`src/spg_pkg.sv`:
```
// ----------------------------------------------------------------------------
// spg_pkg
// Shared constants, register codes and types of the sine palette generator.
// ----------------------------------------------------------------------------
`default_nettype none

package spg_pkg;

  // Field widths
  localparam int unsigned IdxW    = 12;
  localparam int unsigned ColW    = 24;
  localparam int unsigned ByteW   = 8;
  localparam int unsigned PhaseW  = 20;
  localparam int unsigned CfgIdxW = 3;

  localparam int unsigned PaletteSizeDef = 4096;

  // Register indexes of the configuration port
  localparam logic [CfgIdxW-1:0] CfgStartSet     = 3'd0;
  localparam logic [CfgIdxW-1:0] CfgIncrementSet = 3'd1;
  localparam logic [CfgIdxW-1:0] CfgThreshold    = 3'd2;
  localparam logic [CfgIdxW-1:0] CfgCycleOffset  = 3'd3;
  localparam logic [CfgIdxW-1:0] CfgLogMode      = 3'd4;
  localparam logic [CfgIdxW-1:0] CfgInsideColour = 3'd5;

  // Register reset values
  localparam logic [ColW-1:0] StartSetRst     = 24'h1E783C;
  localparam logic [ColW-1:0] IncrementSetRst = 24'hC8FF64;
  localparam logic [IdxW-1:0] ThresholdRst    = 12'd255;
  localparam logic [IdxW-1:0] CycleOffsetRst  = 12'd0;
  localparam logic [ColW-1:0] InsideColourRst = 24'h323232;

  // Phase divider: fractional quotient bits resolved per stage
  localparam int unsigned DivSteps  = 2;
  localparam int unsigned DivStages = PhaseW / DivSteps;

  // Pipeline depths
  localparam int unsigned PhaseLat = 4 + DivStages;
  localparam int unsigned SineLat  = 6;
  localparam int unsigned PipeLat  = 1 + PhaseLat + SineLat;

  // Quarter-wave sine polynomial, Q30
  localparam logic [30:0] Coef1 = 31'd1686629713;
  localparam logic [30:0] Coef3 = 31'd693598671;
  localparam logic [30:0] Coef5 = 31'd85569278;
  localparam logic [30:0] Coef7 = 31'd5026990;

  // Per-item position handed from the front stage to the phase units
  typedef struct packed {
    logic [IdxW-1:0] cycle;
    logic [IdxW-1:0] divisor;
  } spg_front_t;

endpackage

`default_nettype wire

```
`src/spg_front.sv`:
```
// ----------------------------------------------------------------------------
// spg_front
// Input stage: clamps threshold and offset, wraps the cycled index.
// ----------------------------------------------------------------------------
`default_nettype none

module spg_front import spg_pkg::*; #(
  parameter int unsigned PALETTE_SIZE = PaletteSizeDef
) (
  input  wire logic            clk_i,
  input  wire logic            en_i,
  input  wire logic [IdxW-1:0] index_i,
  input  wire logic [IdxW-1:0] threshold_i,
  input  wire logic [IdxW-1:0] cycle_offset_i,
  input  wire logic            log_mode_i,
  output spg_front_t           front_o,
  output logic                 inside_o
);

  logic [IdxW-1:0] lim;
  logic [IdxW-1:0] off;
  logic [IdxW:0]   sum;
  logic [IdxW:0]   wrap;
  spg_front_t      front_d;
  spg_front_t      front_q;
  logic            inside_d;
  logic            inside_q;

  // Clamp, add the offset and wrap once
  always_comb begin
    lim  = (32'(threshold_i) >= PALETTE_SIZE) ? IdxW'(PALETTE_SIZE - 1) : threshold_i;
    off  = (cycle_offset_i > lim) ? lim : cycle_offset_i;
    sum  = {1'b0, off} + {1'b0, index_i};
    wrap = (sum > {1'b0, lim}) ? sum - {1'b0, lim} : sum;
    front_d.cycle   = wrap[IdxW-1:0];
    front_d.divisor = log_mode_i ? IdxW'(256) : lim;
    inside_d = (index_i >= lim);
  end

  always_ff @(posedge clk_i) begin
    if (en_i) begin
      front_q  <= front_d;
      inside_q <= inside_d;
    end
  end

  assign front_o  = front_q;
  assign inside_o = inside_q;

endmodule

`default_nettype wire

```
`config.mk`:
```
export PLATFORM = sky130hd
export DESIGN_NAME = spg_front
export DESIGN_NICKNAME = d
export VERILOG_FILES = /design/src/spg_pkg.sv /design/src/spg_front.sv
export SDC_FILE = /design/constraint.sdc
export NUM_CORES = 1
export LEC_CHECK = 0
export ABC_AREA = 1
export ABC_CLOCK_PERIOD_IN_PS = 12200
export BUFFER_PORTS_ARGS = -buffer_cell sky130_fd_sc_hd__buf_4
export CORE_MARGIN = 8
export CORE_UTILIZATION = 45
export CTS_CLUSTER_SIZE = 8
export DETAILED_ROUTE_END_ITERATION = 16
export PLACE_DENSITY = 0.71
export SYNTH_ARGS = -nofsm -noshare
export SYNTH_HDL_FRONTEND = slang
export SYNTH_SLANG_ARGS = --single-unit
```
`constraint.sdc`:
```
create_clock -name clk_i -period 12.2 [get_ports clk_i]
set_clock_uncertainty 0.1 [all_clocks]
set_input_delay 1.22 -clock clk_i [delete_from_list [all_inputs] [get_ports clk_i]]
set_output_delay 1.22 -clock clk_i [all_outputs]
set_load 0.05 [all_outputs]
```
==> metrics.md <==
| Metric | Value |
|---|---|
| Total stage count of the critical path | 29 |
| Slowest stage delay, CP | 390 ps |
| Synth area leaders | edfxtp_1 (24%), ha_1 (19%), nand2_1 (15%) |
| Total grt overflow | 0 |
| Final Util | 54.6% |
| DRC | 0 |
| Clock Pin Slew Worst Setup and Hold Paths | 100 ps |
| CP arrival | 5880 ps |
| First-pass GRT wire length | 14400 µm |
| Num CTS Buffers | 3 |
| Placed inst area | 3620 µm² |
| Routed vias | 2950 |
| Multi-input combinational cell area | 2040 µm² |
| CTS tree | done |
| GRT Total Usage | 17.9% |
| H-tree levels | 1 |
| Mean routed wirelength per cell | 14.4 µm |
| Via/cell ratio | 5.04 |
| Number of DRC markers in iteration 0 | 155 |
| Critical Path End Type | flip-flop |
| Hold violation count in the final report | 0 |
| Setup crit start kind | input pin |
| Post-CTS setup buffer count | 0 |
| Slew margin rel. | 71.4% |
| FF/Latch Area | 751 µm² |
| Fin crit share | 47.8% |
| Distinct cells, synth | 31 |
| Top Ports | 64 |
| Core area | 6720 µm² |
| Post-synth EDFFs | 25 |
| Chip Width | 98.8 µm |
| Ys flop type | edfxtp_1 |
| Max clock buf depth | 2 |
| Asr flop ratio synth | 0% |
| Crit path kind | input pin to flip-flop |
| Status | finished, final reports clean |
| Crit path top cell by count | nand2_1 |
| Crit path time final | 5830 ps |
| Routability-driven placement congestion ratio | 0.918 |
| Max_cap viols | 0 |
| Row cnt | 30 |
| Pins Over Slew Limit | 0 |
| Cells after synthesis | 444 |
| Ant diodes | 0 |
| F_max | 0.172 GHz |
| Synth Cell Area | 3080 µm² |
| Net count, final | 595 |
| Leakage dissipation | 1.99 nW |
| DIE HEIGHT | 98.8 µm |
| Most frequent cells in the layout | nand2_1 (127), inv_1 (65), buf_4 (63), ha_1 (48), nor2_1 (35) |
| CP Max Fanout | 26 |
| Antenna Nets Post-Route | 0 |
| Largest net degree at the start of global routing | 27 |
| Die Area | 9760 µm² |
| Pre-CTS setup slack | 6160 ps |
| RSZ-0062 raised after global routing | false |
| Number of port buffers | 63 |
| Power Dens Cells | 160 nW/µm² |
| Pre-antenna DRT Iters | 5 |
| Crit-path slowest cell | fa_1 |
| Syn_area_per_cell | 6.95 µm² |
| Seq/Total Area, Yosys | 24.3% |
| CP Data Required Time | 12250 ps |
| Post_cts resized | 0 |
| Hold buffers post-CTS | 0 |
| Final Cell Area | 3670 µm² |
| Starting Density | 45.9% |
| Post-Syn Nets | 533 |
| Hold path depth | 2 |
| DP HPWL | 7140 µm |
| Worst hold path type | input pin to flip-flop |
| Final setup viols | 0 |
| Vias in the first global route | 2981 |
| Sink Count | 25 |
| Yosys warnings | 0 |
| Peak VDD IR | 49.3 µV |
| Fraction of layout cells with a size suffix above 1 | 19.4% |
| Yosys reg bits | 25 |
| Top Family by Delay on Critical Path | simple AND/OR/NAND/NOR gates |
| Setup ws final | 6370 ps |
| Drt total wl | 8400 µm |
| Area leader, netlist | edfxtp_1 |
| Fillers | 698 |
| Worst Max-Slew Pin Slew | 428 ps |
| Root Buffer | clkbuf_8 |
| Initial antenna violation count | 0 |
| Setup TNS | 0 ps |
| Top-area cell type share of the netlist area | 24.3% |
| Worst path bufs/invs | 5 |
| Synthesis-to-finish area growth | 19.0% |
| Commonest non-fill, non-tap cell in the layout | nand2_1 |
path summary, 6_finish.rpt:
check / from / to / slack [ps]
max: threshold_i[9] / front_o[20] / 6370
min: threshold_i[8] / front_o[8] / 1110
per-stage QoR:
step	hold slack (ps)	cells	power, mW
2_1_floorplan	1230	444	0.438
3_3_place_gp	1390	581	0.530
3_5_place_dp	1400	581	0.534
5_1_grt	1110	585	0.638
4_1_cts	1100	585	0.588
6_report	1110	585	0.586
cell type report:
cell class | instances | area share (%)
Clock inverter | 1 | 0.205
Sequential cell | 25 | 20.5
Inverter | 68 | 6.96
Multi-Input combinational cell | 345 | 55.6
Clock buffer | 3 | 1.13
Tap cell | 80 | 2.73
Timing Repair Buffer | 63 | 12.9
where the power goes:
group          switching (mW)  internal [mW]
clock network          0.0300         0.0232
registers             0.00526          0.125
logic                   0.269          0.134
total                   0.304          0.282
logic make-up (layout without fill, tap and decap cells):
group	Yosys count	in the layout	synth area share, %
AND/OR/NAND/NOR	237	237	34.0
AO/OA/AOI/OAI	47	47	8.28
XOR/XNOR	11	11	3.12
buffers and inverters	74	135	9.45
adder cells (fa/ha/maj)	50	50	20.8
flip-flops	25	25	24.3
per-layer routing:
layer | track usage (%) | up-vias | wire length, µm
met2 | 31.2 | 66 | 3940
li1 | - | 1580 | -
met3 | 2.33 | 6 | 361
met4 | 4.96 | 0 | 97
met5 | 0 | - | 0
met1 | 22.5 | 1298 | 4000
synth_stat cells, drive strengths merged, types with 2 or more instances:
cell type / count
nand2: 146
inv: 68
ha: 48
nor2: 39
nand3: 35
edfxtp: 25
a21oi: 23
o21ai: 19
nand4: 10
xor2: 7
buf: 4
nor3: 4
xnor2: 4
clkbuf: 2
fa: 2
o21bai: 2
registers in the layout, summed over array words and instances, names as in the netlist:
signal / cells
inside_o: 1
front_o: 24
No activity file was read; power rests on OpenSTA's default activity.
