[config.mk]
export PLATFORM = sky130hd
export DESIGN_NAME = spg_phase
export DESIGN_NICKNAME = d
export VERILOG_FILES = /design/src/spg_pkg.sv /design/src/spg_phase.sv
export SDC_FILE = /design/constraint.sdc
export NUM_CORES = 2
export LEC_CHECK = 0
export ABC_AREA = 1
export BUFFER_PORTS_ARGS = -buffer_cell sky130_fd_sc_hd__buf_4
export CAP_MARGIN = 20
export CELL_PAD_IN_SITES_DETAIL_PLACEMENT = 1
export CELL_PAD_IN_SITES_GLOBAL_PLACEMENT = 2
export CORE_MARGIN = 8
export CORE_UTILIZATION = 43
export DETAILED_ROUTE_END_ITERATION = 8
export PLACE_DENSITY_LB_ADDON = 0.1
export RECOVER_POWER = 100
export SLEW_MARGIN = 10
export SYNTH_ARGS = -nofsm -noshare
export SYNTH_HDL_FRONTEND = slang
export SYNTH_SLANG_ARGS = --single-unit
[constraint.sdc]
create_clock -name clk_i -period 9.96 [get_ports clk_i]
set_clock_uncertainty 0.05 [all_clocks]
set_input_delay 1.992 -clock clk_i [delete_from_list [all_inputs] [get_ports clk_i]]
set_output_delay 1.992 -clock clk_i [all_outputs]
set_load 0.05 [all_outputs]
[src/spg_pkg.sv]
// ----------------------------------------------------------------------------
// spg_pkg
// Shared constants, register codes and types of the sine palette generator.
// ----------------------------------------------------------------------------
`default_nettype none

package spg_pkg;

  // Field widths
  localparam int unsigned IdxW    = 12;
  localparam int unsigned ColW    = 24;
  localparam int unsigned ByteW   = 8;
  localparam int unsigned PhaseW  = 20;
  localparam int unsigned CfgIdxW = 3;

  localparam int unsigned PaletteSizeDef = 4096;

  // Register indexes of the configuration port
  localparam logic [CfgIdxW-1:0] CfgStartSet     = 3'd0;
  localparam logic [CfgIdxW-1:0] CfgIncrementSet = 3'd1;
  localparam logic [CfgIdxW-1:0] CfgThreshold    = 3'd2;
  localparam logic [CfgIdxW-1:0] CfgCycleOffset  = 3'd3;
  localparam logic [CfgIdxW-1:0] CfgLogMode      = 3'd4;
  localparam logic [CfgIdxW-1:0] CfgInsideColour = 3'd5;

  // Register reset values
  localparam logic [ColW-1:0] StartSetRst     = 24'h1E783C;
  localparam logic [ColW-1:0] IncrementSetRst = 24'hC8FF64;
  localparam logic [IdxW-1:0] ThresholdRst    = 12'd255;
  localparam logic [IdxW-1:0] CycleOffsetRst  = 12'd0;
  localparam logic [ColW-1:0] InsideColourRst = 24'h323232;

  // Phase divider: fractional quotient bits resolved per stage
  localparam int unsigned DivSteps  = 2;
  localparam int unsigned DivStages = PhaseW / DivSteps;

  // Pipeline depths
  localparam int unsigned PhaseLat = 4 + DivStages;
  localparam int unsigned SineLat  = 6;
  localparam int unsigned PipeLat  = 1 + PhaseLat + SineLat;

  // Quarter-wave sine polynomial, Q30
  localparam logic [30:0] Coef1 = 31'd1686629713;
  localparam logic [30:0] Coef3 = 31'd693598671;
  localparam logic [30:0] Coef5 = 31'd85569278;
  localparam logic [30:0] Coef7 = 31'd5026990;

  // Per-item position handed from the front stage to the phase units
  typedef struct packed {
    logic [IdxW-1:0] cycle;
    logic [IdxW-1:0] divisor;
  } spg_front_t;

endpackage

`default_nettype wire

[src/spg_phase.sv]
// ----------------------------------------------------------------------------
// spg_phase
// One channel's phase: fraction of a turn in Q20, via a pipelined divider.
// ----------------------------------------------------------------------------
`default_nettype none

module spg_phase import spg_pkg::*; (
  input  wire logic              clk_i,
  input  wire logic              en_i,
  input  wire spg_front_t        front_i,
  input  wire logic              log_mode_i,
  input  wire logic [ByteW-1:0]  start_i,
  input  wire logic [ByteW-1:0]  inc_i,
  output logic      [PhaseW-1:0] phase_o
);

  // Stage 1 products
  logic [15:0] a1_q;
  logic [19:0] b1_q;
  logic [11:0] d1_q;
  logic [18:0] hd1_q;
  logic [25:0] den1_q;

  always_ff @(posedge clk_i) begin
    if (en_i) begin
      a1_q   <= 16'(start_i) * 16'(inc_i);
      b1_q   <= 20'(front_i.cycle) * 20'(inc_i);
      d1_q   <= front_i.divisor;
      hd1_q  <= 19'(front_i.divisor) * 19'd100;
      den1_q <= 26'(front_i.divisor) * 26'd10000;
    end
  end

  // Stage 2: reduce start term mod 10000 and cycle term mod 100*D
  logic [15:0] ra_w;
  logic [11:0] x_w;
  logic [24:0] xq_w;
  logic [11:0] xr_w;
  logic [19:0] rb_w;
  logic [13:0] ra2_q;
  logic [18:0] rb2_q;
  logic [11:0] d2_q;
  logic [25:0] den2_q;

  always_comb begin
    ra_w = a1_q;
    for (int k = 1; k <= 6; k++) begin
      if (a1_q >= 16'(k * 10000)) ra_w = a1_q - 16'(k * 10000);
    end
    // log mode: 100*256 splits into the low byte and a mod-100 of the rest
    x_w  = b1_q[19:8];
    xq_w = 25'(x_w) * 25'd5243;
    xr_w = x_w - 12'(xq_w[24:19]) * 12'd100;
    if (log_mode_i) begin
      rb_w = {5'd0, xr_w[6:0], b1_q[7:0]};
    end else if (b1_q >= {hd1_q, 1'b0}) begin
      rb_w = b1_q - {hd1_q, 1'b0};
    end else if (b1_q >= {1'b0, hd1_q}) begin
      rb_w = b1_q - {1'b0, hd1_q};
    end else begin
      rb_w = b1_q;
    end
  end

  always_ff @(posedge clk_i) begin
    if (en_i) begin
      ra2_q  <= ra_w[13:0];
      rb2_q  <= rb_w[18:0];
      d2_q   <= d1_q;
      den2_q <= den1_q;
    end
  end

  // Stage 3: combined numerator over 10000*D
  logic [26:0] num3_q;
  logic [25:0] den3_q;

  always_ff @(posedge clk_i) begin
    if (en_i) begin
      num3_q <= 27'(ra2_q) * 27'(d2_q) + 27'(rb2_q) * 27'd100;
      den3_q <= den2_q;
    end
  end

  // Stage 4: final wrap below one turn, seeds the divider
  logic [25:0]       drem_q [DivStages+1];
  logic [25:0]       dden_q [DivStages+1];
  logic [PhaseW-1:0] dquo_q [DivStages+1];

  always_ff @(posedge clk_i) begin
    if (en_i) begin
      drem_q[0] <= (num3_q >= {1'b0, den3_q}) ? 26'(num3_q - {1'b0, den3_q}) : num3_q[25:0];
      dden_q[0] <= den3_q;
      dquo_q[0] <= '0;
    end
  end

  // Restoring division stages, two quotient bits each
  for (genvar s = 0; s < DivStages; s++) begin : g_div
    logic [25:0]       r_w;
    logic [26:0]       t_w;
    logic [PhaseW-1:0] q_w;

    always_comb begin
      r_w = drem_q[s];
      q_w = dquo_q[s];
      t_w = '0;
      for (int j = 0; j < DivSteps; j++) begin
        t_w = {r_w, 1'b0};
        if (t_w >= {1'b0, dden_q[s]}) begin
          r_w = 26'(t_w - {1'b0, dden_q[s]});
          q_w = {q_w[PhaseW-2:0], 1'b1};
        end else begin
          r_w = t_w[25:0];
          q_w = {q_w[PhaseW-2:0], 1'b0};
        end
      end
    end

    always_ff @(posedge clk_i) begin
      if (en_i) begin
        drem_q[s+1] <= r_w;
        dden_q[s+1] <= dden_q[s];
        dquo_q[s+1] <= q_w;
      end
    end
  end

  assign phase_o = dquo_q[DivStages];

endmodule

`default_nettype wire

==> run_results.csv <==
group,metric,value,unit
floorplanning,row_count,153,
logic_synthesis,yosys.area.top_type_share,29.8,%
placed_design,gp_congestion,0.888,
worst_setup_path,crit_type,"input port to flop",
route,drt-initial-drc-count,3591,
run_status,status,"finished with violations",
route,dr_wl_met2,117000,µm
floorplanning,coreArea,0.174,mm²
floorplanning,die-area,0.189,mm²
min_path,hold_class,"flop to flop",
logic_synthesis,synth_top_cell_by_area,"edfxtp_1",
route,vias,63500,
route,postRouteAntennaNets,0,
sta,fmaxAchievable,126,MHz
sta,hold_violations,0,
final_layout,fillers,21300,
route,via_per_inst,5.37,
logic_synthesis,netlist_area,0.0754,mm²
run_status,failed_checks,"capacitance limit, slew limit",
sta,tns,0,ps
logic_synthesis,synth_edf_count,748,
worst_setup_path,required,10240,ps
final_layout,layout.nets,10700,
route,drt_pre_antenna_iters,5,
global_routing,grt_max_degree,150,
clock_tree,cts_max_path_buffers,3,
sta,fin_crit_sh,79.7,%
route,met1Wirelength,107000,µm
final_layout,area_delta_synth_final,7.05,%
logic_synthesis,syn_area_per_cell,8.00,µm²
route,wire_per_inst,20.2,µm
sta,tightestPinTransition,4480,ps
sta,drv_slew,561,
logic_synthesis,synthesis.nets,10700,
sta,rsz0062_at_grt,"no",
worst_setup_path,path_max_fanout,139,
clock_tree,cts-root-buf,"clkbuf_16",
route,top_layer,"met5",
route,drc,0,
clock_tree,cts_buffers,92,
clock_tree,cts_resized,0,
final_layout,drive_above_1_share,2.92,%
clock_tree,cts_tree,"built",
worst_setup_path,worstPathArrival,8220,ps
logic_synthesis,yosysUniqueCellTypes,68,
worst_setup_path,worstSetupEndpointType,"flop",
final_layout,regArea,0.0225,mm²
global_routing,grt_pass1_vias,67400,
job,cap_violations,10,
clock_tree,postCtsSetupBuffers,0,
global_routing,gr-total-overflow,0,
placed_design,dp_hpwl,198000,µm
clock_tree,cts_sinks,748,
sta,slew-limit-headroom,-198,%
logic_synthesis,ys_seq_area_share,29.8,%
clock_tree,insertion_delay,730,ps
floorplanning,boundaryPins,63,
global_routing,antenna_found_initial,6,
logic_synthesis,synth_common_cells,"2275 x nand2_1, 1570 x inv_1, 876 x ha_1",
clock_tree,h-tree-depth,3,
logic_synthesis,synth_most_common_cell,"nand2_1",
worst_setup_path,cp-start-kind,"input port",
route,wirelength,239000,µm
clock_tree,clk_pin_slew,60,ps
sta,fin_crit,7940,ps
global_routing,grt_use_total,25.0,%
logic_synthesis,synthCells,9418,
logic_synthesis,synth_area_leaders,"edfxtp_1 30%, ha_1 15%, nand2_1 11%",
final_layout,multiInputGateArea,0.0458,mm²
placed_design,io_buffers,62,
logic_synthesis,synth_ff_type,"edfxtp_1",
logic_synthesis,yosysWarnings,0,
logic_synthesis,async_flop_share,0,%
route,wl_met3,7220,µm
floorplanning,die_x,435,µm
floorplanning,start_util,43.3,%
sta,finalSetupViolations,0,
clock_tree,hold_buffers,0,
global_routing,grt_pass1_wl,378000,µm
floorplanning,die_y,435,µm
logic_synthesis,ys_ff_latch,748,
-- final timing paths --
kind	from	end	slack (ps)	cells after the start
setup / recovery	en_i	dquo_q[7][5]	2020	3
hold / removal	dquo_q[9][13]	dquo_q[10][15]	360	0
setup reg to reg	dden_q[8][24]	drem_q[9][22]	2060	23
hold reg to reg	dquo_q[9][13]	dquo_q[10][15]	360	0
-- cell families after synthesis --
group / count (synthesis) / share of synthesized area, %
compound gates: 1481 / 10.8
xor+xnor: 463 / 5.38
simple gates: 3734 / 21.0
fa+ha+maj: 1222 / 23.7
flops: 748 / 29.8
buf+inv: 1770 / 9.24
-- state kept, by name (all words and copies together), names as in the netlist, 14 cells and up --
| name | count |
|---|---|
| ra2_q | 14 |
| rb2_q | 19 |
| drem_q | 226 |
| den2_q | 18 |
| dquo_q | 110 |
| dden_q | 220 |
| hd1_q | 14 |
| den3_q | 22 |
| a1_q | 16 |
| den1_q | 18 |
| num3_q | 27 |
| b1_q | 20 |
-- layout make-up --
class	count	area share, %
well taps	2325	3.61
repair buffers	79	0.608
diodes	4	0.0124
clock buffers	116	2.99
clock inverters	56	0.779
flip-flops and latches	748	27.8
multi-input cells	6900	56.8
inverters	1591	7.40
-- layer usage --
metal | track usage [%] | vias to the layer above
met1 | 32.4 | 31100
met3 | 2.59 | 328
met5 | 0 | -
li1 | - | 31000
met4 | 7.19 | 4
met2 | 44.4 | 986
-- cells in the final DEF, fill, tap and decap left out, drive strengths merged, types with 3 or more instances in the layout --
cell and instances:
o2111ai 9, nand3b 23, o31ai 6, nor2 602
xor2 272, inv 1595, o21bai 60, bufinv 9
nor3b 10, xnor2 191, nor3 91, a31oi 32
and3 3, nand4 184, o21a 27, nand3 462
o211ai 23, ha 876, a21boi 22, a21oi 729
clkbuf 156, a31o 5, a221oi 6, diode 4
a211oi 10, nor4 29, buf 39, fa 346
nand2b 3, nand2 2288, edfxtp 748, a21o 64
clkinv 38, clkinvlp 5, and2 7, o21ai 479
or2 31
-- critical path, stage by stage --
cell,delay [ps]
clkbuf_1,3080
clkbuf_1,2220
buf_12,510
-- through the flow --
step | instances | worst slack, ps | util (%) | area (µm²) | hold WS, ps
after floorplan | 9418 | 3640 | - | 75400 | 350
after global placement | 11600 | 3090 | 44.8 | 77900 | 350
after detailed placement | 11600 | 3010 | 44.8 | 77900 | 355
after CTS | 11800 | 2960 | 46.5 | 81000 | 358
after global routing | 11800 | 1380 | 46.4 | 80700 | 367
final | 11800 | 2020 | 46.4 | 80700 | 360
Power is not shown: default switching activity piles up to over one toggle a cycle in this logic, so the estimate is an artifact.
